File: src/hw/rtl/msltc_pkg.sv
// Shared types and request codes for the multi-source LED timeout controller.
`default_nettype none

package msltc_pkg;

  typedef logic [1:0] req_type_t;

  localparam req_type_t REQ_ON   = 2'd0;
  localparam req_type_t REQ_OFF  = 2'd1;
  localparam req_type_t REQ_TICK = 2'd2;

  localparam int LED_IDX_W  = 3;
  localparam int SRC_IDX_W  = 2;
  localparam int HOLD_W     = 16;
  localparam int DRIVE_W    = 8;

endpackage

`default_nettype wire

File: src/hw/rtl/multi_source_led_timeout_controller.sv
// Multi-source LED timeout controller: per-source hold counters kept in one memory.
// On or off request: the result strobe follows the start transfer through the read, write and result states.
// Tick: the counter memory is swept one entry a cycle through its single read port, then the
// drain and result states lead to the result strobe.
// busy drops in the cycle the result shows, so a new transfer may overlap the strobe.
// Synchronous reset clears control, active bits and counter valid bits at once; no sweep.
`default_nettype none

module multi_source_led_timeout_controller #(
  parameter int LED_COUNT    = 8,
  parameter int SOURCE_COUNT = 4,
  parameter int TIME_BITS    = 16
) (
  input  wire logic                              clk,
  input  wire logic                              rst,
  input  wire logic                              start,
  output logic                                   busy,
  input  wire msltc_pkg::req_type_t              req_type,
  input  wire logic [msltc_pkg::LED_IDX_W-1:0]   led_index,
  input  wire logic [msltc_pkg::SRC_IDX_W-1:0]   source_index,
  input  wire logic [msltc_pkg::HOLD_W-1:0]      hold_time,
  output logic                                   done,
  output logic [msltc_pkg::DRIVE_W-1:0]          led_drive
);

  localparam int ENTRIES = LED_COUNT * SOURCE_COUNT;
  localparam int ADDR_W  = (ENTRIES > 1) ? $clog2(ENTRIES) : 1;
  localparam int LED_W   = (LED_COUNT > 1) ? $clog2(LED_COUNT) : 1;
  localparam int SRC_W   = (SOURCE_COUNT > 1) ? $clog2(SOURCE_COUNT) : 1;
  localparam int EXT_W   = (TIME_BITS > msltc_pkg::HOLD_W) ? TIME_BITS : msltc_pkg::HOLD_W;
  localparam logic [TIME_BITS-1:0] TIME_MAX = '1;
  localparam logic [LED_W-1:0]     LED_LAST = LED_W'(LED_COUNT - 1);
  localparam logic [SRC_W-1:0]     SRC_LAST = SRC_W'(SOURCE_COUNT - 1);

  localparam logic [2:0] S_IDLE       = 3'd0;
  localparam logic [2:0] S_REQ_RD     = 3'd1;
  localparam logic [2:0] S_REQ_WR     = 3'd2;
  localparam logic [2:0] S_TICK_RD    = 3'd3;
  localparam logic [2:0] S_TICK_DRAIN = 3'd4;
  localparam logic [2:0] S_RESULT     = 3'd5;

  logic [2:0] state;

  // latched request
  logic                 req_on;
  logic [LED_W-1:0]     req_led;
  logic [SRC_W-1:0]     req_src;
  logic [TIME_BITS-1:0] req_time;
  logic [ADDR_W-1:0]    req_addr;

  // tick sweep issue side
  logic [LED_W-1:0]  tk_led;
  logic [SRC_W-1:0]  tk_src;
  logic [ADDR_W-1:0] tk_addr;
  logic              tk_last;

  // tick sweep writeback side
  logic              wb_en;
  logic [LED_W-1:0]  wb_led;
  logic [SRC_W-1:0]  wb_src;
  logic [ADDR_W-1:0] wb_addr;

  // counter memory
  logic [TIME_BITS-1:0] cnt_mem [ENTRIES];
  logic [ENTRIES-1:0]   cnt_valid;
  logic [ADDR_W-1:0]    rd_addr;
  logic [TIME_BITS-1:0] mem_q;
  logic                 rd_valid;
  logic [TIME_BITS-1:0] old_cnt;

  logic                 wr_en;
  logic [ADDR_W-1:0]    wr_addr;
  logic [TIME_BITS-1:0] wr_data;

  logic [SOURCE_COUNT-1:0] active [LED_COUNT];

  logic                 accept;
  logic                 in_valid;
  logic [EXT_W-1:0]     hold_ext;
  logic [TIME_BITS-1:0] hold_sat;
  logic [LED_W-1:0]     in_led;
  logic [SRC_W-1:0]     in_src;
  logic [msltc_pkg::DRIVE_W-1:0] drive_now;

  assign busy    = (state != S_IDLE);
  assign accept  = start && !busy;
  assign in_valid = (32'(led_index) < LED_COUNT) && (32'(source_index) < SOURCE_COUNT);
  assign in_led  = LED_W'(led_index);
  assign in_src  = SRC_W'(source_index);
  assign hold_ext = EXT_W'(hold_time);
  assign hold_sat = (hold_ext > EXT_W'(TIME_MAX)) ? TIME_MAX : TIME_BITS'(hold_ext);
  assign tk_last = (tk_led == LED_LAST) && (tk_src == SRC_LAST);
  assign rd_addr = (state == S_TICK_RD) ? tk_addr : req_addr;
  assign old_cnt = rd_valid ? mem_q : '0;

  // single write port: tick writeback or request writeback
  always_comb begin
    wr_en   = 1'b0;
    wr_addr = req_addr;
    wr_data = '0;
    if (wb_en) begin
      wr_en   = (old_cnt != '0);
      wr_addr = wb_addr;
      wr_data = old_cnt - TIME_BITS'(1);
    end else if (state == S_REQ_WR) begin
      wr_en   = 1'b1;
      wr_addr = req_addr;
      wr_data = (req_on && (req_time > old_cnt)) ? req_time :
                (req_on ? old_cnt : '0);
    end
  end

  always_ff @(posedge clk) begin
    mem_q <= cnt_mem[rd_addr];
    if (wr_en) begin
      cnt_mem[wr_addr] <= wr_data;
    end
  end

  always_ff @(posedge clk) begin
    if (rst) begin
      cnt_valid <= '0;
      rd_valid  <= 1'b0;
    end else begin
      rd_valid <= cnt_valid[rd_addr];
      if (wr_en) begin
        cnt_valid[wr_addr] <= 1'b1;
      end
    end
  end

  // active source bits; an LED is lit exactly when one of its sources is active
  always_ff @(posedge clk) begin
    if (rst) begin
      for (int l = 0; l < LED_COUNT; l++) begin
        active[l] <= '0;
      end
    end else if (wb_en) begin
      if (old_cnt == '0) begin
        active[wb_led][wb_src] <= 1'b0;
      end
    end else if (state == S_REQ_WR) begin
      active[req_led][req_src] <= req_on;
    end
  end

  generate
    for (genvar g = 0; g < msltc_pkg::DRIVE_W; g++) begin : g_drive
      if (g < LED_COUNT) begin : g_led
        assign drive_now[g] = |active[g];
      end else begin : g_none
        assign drive_now[g] = 1'b0;
      end
    end
  endgenerate

  always_ff @(posedge clk) begin
    if (accept) begin
      req_on   <= (req_type == msltc_pkg::REQ_ON);
      req_led  <= in_led;
      req_src  <= in_src;
      req_time <= hold_sat;
      req_addr <= ADDR_W'(32'(in_led) * SOURCE_COUNT + 32'(in_src));
    end
    if (state == S_TICK_RD) begin
      wb_led  <= tk_led;
      wb_src  <= tk_src;
      wb_addr <= tk_addr;
    end
    if (state == S_RESULT) begin
      led_drive <= drive_now;
    end
  end

  always_ff @(posedge clk) begin
    if (rst) begin
      state   <= S_IDLE;
      done    <= 1'b0;
      wb_en   <= 1'b0;
      tk_led  <= '0;
      tk_src  <= '0;
      tk_addr <= '0;
    end else begin
      done  <= (state == S_RESULT);
      wb_en <= (state == S_TICK_RD);
      unique case (state)
        S_IDLE: begin
          if (accept) begin
            tk_led  <= '0;
            tk_src  <= '0;
            tk_addr <= '0;
            if (req_type == msltc_pkg::REQ_TICK) begin
              state <= S_TICK_RD;
            end else if (in_valid && (req_type == msltc_pkg::REQ_ON ||
                                      req_type == msltc_pkg::REQ_OFF)) begin
              state <= S_REQ_RD;
            end else begin
              state <= S_RESULT;
            end
          end
        end
        S_REQ_RD:  state <= S_REQ_WR;
        S_REQ_WR:  state <= S_RESULT;
        S_TICK_RD: begin
          // advance the sweep one entry a cycle
          tk_addr <= tk_addr + ADDR_W'(1);
          if (tk_src == SRC_LAST) begin
            tk_src <= '0;
            tk_led <= tk_led + LED_W'(1);
          end else begin
            tk_src <= tk_src + SRC_W'(1);
          end
          if (tk_last) begin
            state <= S_TICK_DRAIN;
          end
        end
        S_TICK_DRAIN: state <= S_RESULT;
        S_RESULT:     state <= S_IDLE;
        default:      state <= S_IDLE;
      endcase
    end
  end

endmodule

`default_nettype wire

File: config.mk
export PLATFORM = sky130hd
export DESIGN_NAME = multi_source_led_timeout_controller
export DESIGN_NICKNAME = d
export VERILOG_FILES = /design/src/hw/rtl/msltc_pkg.sv /design/src/hw/rtl/multi_source_led_timeout_controller.sv
export SDC_FILE = /design/constraint.sdc
export NUM_CORES = 1
export LEC_CHECK = 0
export ABC_AREA = 0
export CAP_MARGIN = 10
export CELL_PAD_IN_SITES_DETAIL_PLACEMENT = 1
export CELL_PAD_IN_SITES_GLOBAL_PLACEMENT = 1
export CORE_ASPECT_RATIO = 2
export CORE_MARGIN = 2
export CORE_UTILIZATION = 48
export CTS_CLUSTER_DIAMETER = 40
export DETAILED_ROUTE_END_ITERATION = 6
export DONT_BUFFER_PORTS = 1
export GPL_TIMING_DRIVEN = 0
export PLACE_DENSITY_LB_ADDON = 0.1
export SYNTH_ARGS = -nofsm -noshare
export SYNTH_HDL_FRONTEND = slang
export SYNTH_SLANG_ARGS = --single-unit
File: constraint.sdc
create_clock -name clk -period 4.1 [get_ports clk]
set_clock_uncertainty 0.05 [all_clocks]
set_input_delay 0 -clock clk [delete_from_list [all_inputs] [get_ports clk]]
set_output_delay 0 -clock clk [all_outputs]
set_load 0.005 [all_outputs]
==> results of run 1 <==
## synth_stat cells, types with 11 or more instances
library cell,number,area [µm²]
and2_1,31,193.9
mux2i_1,214,2142
o22ai_1,23,143.9
nor2b_1,11,68.82
o21ai_0,56,280.3
ha_1,22,275.3
nand2_1,333,1250
a22oi_1,31,232.7
o22a_1,12,105.1
edfxtp_1,584,17540
a31oi_1,36,225.2
a21oi_1,106,530.5
buf_1,13,48.80
buf_2,46,230.2
nor4_1,19,118.9
o211ai_1,16,120.1
mux2_2,28,315.3
a21o_1,14,105.1
inv_1,39,146.4
dfxtp_1,64,1281
nor2_1,170,638.1
a211oi_1,33,247.7
clkbuf_1,69,259.0
nand3_1,78,390.4
o2bb2ai_1,17,148.9
a32oi_1,18,157.7
## flip-flops by register name, indices dropped and copies added (netlist names)
name       cells
req_time      16
wb_en          1
req_led        3
rd_valid       1
req_on         1
mem_q         16
req_addr       1
cnt_mem      512
tk_src         2
wb_led         3
state          3
led_drive      8
wb_addr        5
tk_addr        5
wb_src         2
req_src        1
active        32
tk_led         3
done           1
cnt_valid     32
## worst max path at each step
stage | start | cells past startpoint | slack [ns] | endpoint
after floorplan | rd_valid | 12 | -0.30 | cnt_mem[0][4]
after global placement | rd_valid | 12 | -4.36 | cnt_mem[10][7]
after detailed placement | rd_valid | 13 | -2.10 | cnt_mem[24][11]
after CTS | req_src[0] | 7 | -0.19 | cnt_mem[27][10]
after global routing | rd_valid | 12 | -0.04 | cnt_mem[25][0]
final | rd_valid | 13 | 0.06 | cnt_mem[19][0]
## critical path, cell delays in order (launching register included)
cell	delay (ns)
dfxtp_1	0.46
clkbuf_4	0.26
buf_2	0.24
nand2_1	0.21
ha_1	0.36
and4_1	0.25
nand2_1	0.20
a211oi_2	0.31
and4b_1	0.22
clkbuf_2	0.19
o211ai_1	0.22
buf_4	0.21
buf_4	0.13
nand3_4	0.30
## cell families after synthesis
kind of cell               Yosys count  synth area share, %
and+or+nand+nor                    719                11.18
adders and majority gates           22               0.9627
xor gates and xnor gates            11               0.3369
AOI/OAI and AO/OA                  408                9.447
muxes                              253                9.404
buffers and inverters              183                2.857
DFF                                648                65.81
## through the flow
stage	power, mW	std cells	setup TNS, ns
6_report	16.26	3239	0
5_1_grt	16.67	3239	-0.5581
4_1_cts	16.23	3232	-5.618
3_5_place_dp	10.15	3055	-753.27
3_3_place_gp	9.966	3012	-1454.26
2_1_floorplan	9.031	2244	-38.61
## routing by layer
| layer | routed length (µm) | vias up |
|---|---|---|
| li1 | - | 8767 |
| met1 | 33910 | 10255 |
| met2 | 51480 | 760 |
| met3 | 4838 | 314 |
| met4 | 8588 | 2 |
| met5 | 10 | - |
## where the power goes
| part | leakage [nW] | internal, mW | switching [mW] |
|---|---|---|---|
| sequential | 5.94 | 7.43 | 0.109 |
| combinational | 4.60 | 0.809 | 1.84 |
| clock | 1.05 | 3.44 | 2.63 |
## area by class of cell
type	count	area, µm²	area share, %
plain buffers	140	673.1	2.005
clock buffers	85	1833	5.459
flip-flops and latches	648	18820	56.04
repair buffers	108	1493	4.445
clock inverters	33	299.0	0.8905
multi-input cells	1415	9345	27.83
inverters	42	157.7	0.4695
well taps	768	960.9	2.862
## what timing repair did
action                                 CTS  global route
resized for setup                       14             6
cloned                                   1             1
pin swaps                               10             5
setup buffers                           11             7
hold buffers                            47             0
endpoints found under the hold margin   47             0
setup endpoints to repair              544           306
## cell usage in the layout, fill, tap and decap left out, types with 9 or more instances in the layout
cell,count
buf_12,17
a21oi_1,105
buf_16,10
nor2_2,30
a211oi_1,32
a22oi_1,31
and2_1,31
nor2_1,141
clkinv_2,9
a32oi_1,18
dlygate4sd3_1,47
edfxtp_1,584
inv_1,39
o21ai_0,51
o22a_1,12
clkinv_1,10
or2_2,10
nor4_1,19
o2bb2ai_1,17
nor3_1,9
clkbuf_16,71
nand2_1,333
buf_1,13
dfxtp_1,64
mux2_2,28
o211ai_1,16
o221ai_4,10
a21o_1,14
and3_1,10
buf_4,17
clkbuf_1,77
nor2b_1,11
mux2i_1,214
buf_8,21
ha_1,22
nand3_1,76
o22ai_1,23
buf_2,48
a31oi_1,36
==> results.py, run 1 <==
metrics = {
    "critical_path": {
        "crit_required_ns": 4.27,
        "crit_type": "flip-flop to flip-flop",
        "rr_worst_depth": 13,
        "critPathLaunchType": "flip-flop",
        "arrival_ns": 4.21,
        "crit_fanout": 16,
        "rrSetupSlack_ns": 0.06,
        "rr_endpoint": "cnt_mem[19][0]",
        "end_kind": "flip-flop",
        "reg2reg_from": "rd_valid",
    },
    "layout": {
        "drive_gt1_share_pct": 13.52,
        "antenna_cells": 0,
        "fin_nets": 2469,
        "final_area_um2": 33580,
        "area_growth_pct": 17.44,
        "fillerInstances": 5799,
        "final_util_pct": 56.95,
    },
    "floorplan": {
        "row_count": 126,
        "core_um2": 58960,
        "start_util_pct": 48.50,
        "ios": 36,
        "die_area_um2": 61660,
        "die_w_um": 176.6,
        "die_h_um": 349.2,
    },
    "yosys": {
        "syn_area_per_cell_um2": 12.74,
        "netlist_instances": 2244,
        "seq_area_frac_synth_pct": 65.81,
        "ys_async_sr_fraction_pct": 0,
        "synth_flop_cell": "edfxtp_1",
        "synth-edff-count": 584,
        "ys_ff_latch": 648,
        "syn_area_um2": 28590,
        "synth_nets": 2292,
        "synth.distinct_cells": 74,
        "yosysWarnings": 0,
    },
    "hold_path": {
        "min_to": "req_on",
        "hold_depth": 2,
        "hold_path_class": "input port to flip-flop",
        "min-delay-start": "req_type[0]",
    },
    "timing": {
        "relSlewSlack_pct": 8.256,
        "fin_ws_ns": 0.06393,
        "fmax_mhz": 247.8,
        "tightest_slew_ns": 1.376,
        "whs_ns": 0.08832,
        "hold_viol": 0,
        "fin_crit_ns": 4.036,
        "finalSetupViolations": 0,
        "drv_slew": 0,
        "period_share_pct": 98.44,
    },
    "global_route": {
        "grt.overflow.total": 0,
        "grt_pass1_vias": 21773,
        "global_route.usage.met1_pct": 32.74,
        "busiest_layer": "met2",
        "grt.met3_usage_pct": 4.830,
        "grtUsageTotal_pct": 32.14,
        "grt_max_degree": 33,
        "grt_use_met2_pct": 58.09,
        "grt_pass1_wl_um": 141700,
        "grt_antenna_before_repair": 2,
    },
    "placed_design": {
        "dp_slack_ns": -2.095,
        "gp_congestion": 0.9270,
        "io_buffers": 0,
        "hpwl_um": 70580,
        "place_area_um2": 30620,
    },
    "drt": {
        "drt_iter0_drc": 1543,
        "post-route-drc-count": 0,
        "drt-total-wl_um": 98830,
        "dr.pass1.iters": 5,
        "avgRoutedWirePerCell_um": 30.51,
        "vias_per_cell": 6.205,
        "antenna_left": 0,
        "vias": 20098,
    },
    "clock_tree": {
        "cts.path.max_buffers": 3,
        "cts_buffers": 66,
        "clk_pin_slew_worst_paths_ns": 0.06,
        "cts_tree": "done",
        "htreeDepth": 3,
        "clk_latency_ns": 0.64,
        "cts.sinks": 648,
        "cts_root_buffer": "clkbuf_16",
    },
    "status": {
        "status": "complete, no violations",
    },
    "pwr": {
        "vdd_drop_max_mv": 0.4280,
        "power.density_nw_per_um2": 484.2,
        "leakagePower_nw": 11.59,
    },
    "flow_run": {
        "maxCapViolations": 0,
    },
}
No activity file was read; power rests on OpenSTA's default activity.
==> run 2, diff against run 1 <==
CORE_ASPECT_RATIO = 0.6   (was 2)
SLEW_MARGIN = 20   (was default)
==> results.py, run 2 (synthesis gave the netlist of run 1 again) <==
metrics = {
    "status": {
        "violations": "setup timing",
        "status": "complete, but fails checks",
    },
    "layout": {
        "fin_nets": 2485,
        "drive_gt1_share_pct": 15.08,
        "largest_reg_flops": 512,
        "final_common_cell": "edfxtp_1",
        "final_area_um2": 34010,
        "layout_common_cells": "584 x edfxtp_1, 333 x nand2_1, 214 x mux2i_1",
        "area_growth_pct": 18.93,
        "top_regs": "cnt_mem (512), active (32), cnt_valid (32)",
        "top_register": "cnt_mem",
    },
    "floorplan": {
        "die_h_um": 193.1,
        "die_area_um2": 61600,
        "die_w_um": 319.1,
        "core_um2": 59050,
        "ios": 36,
        "start_util_pct": 48.42,
        "row_count": 69,
    },
    "pwr": {
        "power.density_nw_per_um2": 501.1,
        "leakagePower_nw": 11.77,
        "finalPower_mw": 17.04,
        "vdd_drop_max_mv": 0.3840,
    },
    "drt": {
        "vias_per_cell": 6.357,
        "dr.pass1.iters": 5,
        "avgRoutedWirePerCell_um": 30.80,
        "drt-total-wl_um": 100900,
        "drt_iter0_drc": 2665,
        "antenna_left": 0,
        "vias": 20832,
        "post-route-drc-count": 0,
    },
    "clock_tree": {
        "cts_buffers": 73,
        "clk_pin_slew_worst_paths_ns": 0.08,
        "cts_root_buffer": "clkbuf_16",
        "cts_tree": "done",
        "cts.sinks": 648,
        "htreeDepth": 3,
        "clk_latency_ns": 0.65,
        "cts.path.max_buffers": 3,
    },
    "timing": {
        "fmax_mhz": 238.6,
        "finalSetupViolations": 5,
        "drv_slew": 0,
        "tightest_slew_ns": 1.085,
        "hold_viol": 0,
        "relSlewSlack_pct": 27.02,
        "period_share_pct": 102.2,
        "finalSetupTns_ns": -0.2189,
        "whs_ns": 0.08870,
        "fin_ws_ns": -0.09133,
        "fin_crit_ns": 4.191,
    },
    "global_route": {
        "grt_max_degree": 30,
        "grt.overflow.total": 0,
        "grtUsageTotal_pct": 32.84,
        "grt_antenna_before_repair": 7,
        "grt_pass1_wl_um": 145800,
        "grt_pass1_vias": 21263,
    },
    "placed_design": {
        "dp_slack_ns": -1.490,
        "gp_congestion": 0.9240,
        "io_buffers": 0,
        "place_area_um2": 30770,
        "hpwl_um": 69060,
    },
    "critical_path": {
        "rrSetupSlack_ns": -0.09,
        "end_kind": "flip-flop",
        "reg2reg_from": "tk_addr[0]",
        "crit_type": "flip-flop to flip-flop",
        "arrival_ns": 4.62,
        "crit_required_ns": 4.53,
        "critPathLaunchType": "flip-flop",
        "crit_fanout": 10,
        "rr_endpoint": "mem_q[2]",
        "rr_worst_depth": 8,
    },
    "hold_path": {
        "hold_depth": 2,
        "hold_path_class": "input port to flip-flop",
        "min-delay-start": "req_type[0]",
        "min_to": "req_on",
    },
    "flow_run": {
        "maxCapViolations": 0,
    },
}
[run 2: changes by cell type in the layout (fill, tap and decap cells not counted), moves of 6 or more]
cell        delta
buf_6         +17
buf_12         -9
buf_8          -9
buf_16         +6
buf_4          +6
clkbuf_16      +6
clkinvlp_4     +6
[run 2: worst max-delay path: stages (launching register included)]
cell and delay (ns):
dfxtp_1 0.34, clkbuf_1 0.30, and4b_1 0.37, a21oi_2 0.52, clkbuf_1 0.67, nand2_1 0.13, a32oi_1 0.74, a31oi_1 0.25
nor4_2 0.67
[run 2: timing repair]
item	4_1_cts	5_1_grt
endpoints found under the setup margin	506	532
endpoints found under the hold margin	50	0
buffers inserted	25	0
hold buffers	47	0
gates cloned	0	0
pin swaps	13	0
resized for setup	11	12
[run 2: power by group]
group          internal, mW  total (mW)  switching, mW
logic                 0.840        2.83           1.99
clock network          3.77        6.65           2.88
registers              7.43        7.56          0.127
total                  12.0        17.0           5.00
[run 2: area by class of cell]
| cell class | instances | area, µm² |
|---|---|---|
| repair buffers | 120 | 1594 |
| clock buffers | 88 | 1998 |
| diodes | 2 | 5.005 |
| fillers | 5805 | 25050 |
| inverters | 42 | 157.7 |
| clock inverters | 44 | 389.1 |
| well taps | 781 | 977.2 |
| flip-flops and latches | 648 | 18820 |
| plain buffers | 139 | 669.4 |
| multi-input cells | 1413 | 9397 |
[run 2: worst max path at each step]
| stage | to | cells past startpoint | from | slack [ns] |
|---|---|---|---|---|
| finish | mem_q[2] | 8 | tk_addr[0] | -0.09 |
| CTS | mem_q[7] | 8 | tk_addr[0] | 0.009 |
| detailed placement | cnt_mem[4][12] | 13 | rd_valid | -1.49 |
| global placement | cnt_mem[28][7] | 12 | rd_valid | -4.14 |
| floorplan | cnt_mem[0][4] | 12 | rd_valid | -0.30 |
| global route | mem_q[15] | 8 | tk_addr[0] | -0.02 |
[run 2: metal layers]
| metal | vias to the layer above | GRT usage (%) | wire length, µm |
|---|---|---|---|
| li1 | 8820 | - | - |
| met1 | 10689 | 47.84 | 44360 |
| met2 | 1135 | 48.62 | 43210 |
| met3 | 186 | 8.074 | 10560 |
| met4 | 2 | 10.32 | 2779 |
| met5 | - | 0 | 13 |
[run 2: through the flow]
stage	instances	util, %
after floorplan	2244	-
after detailed placement	3073	52.11
after CTS	3277	57.51
after global placement	3025	50.08
final	3277	57.59
after global routing	3276	57.58
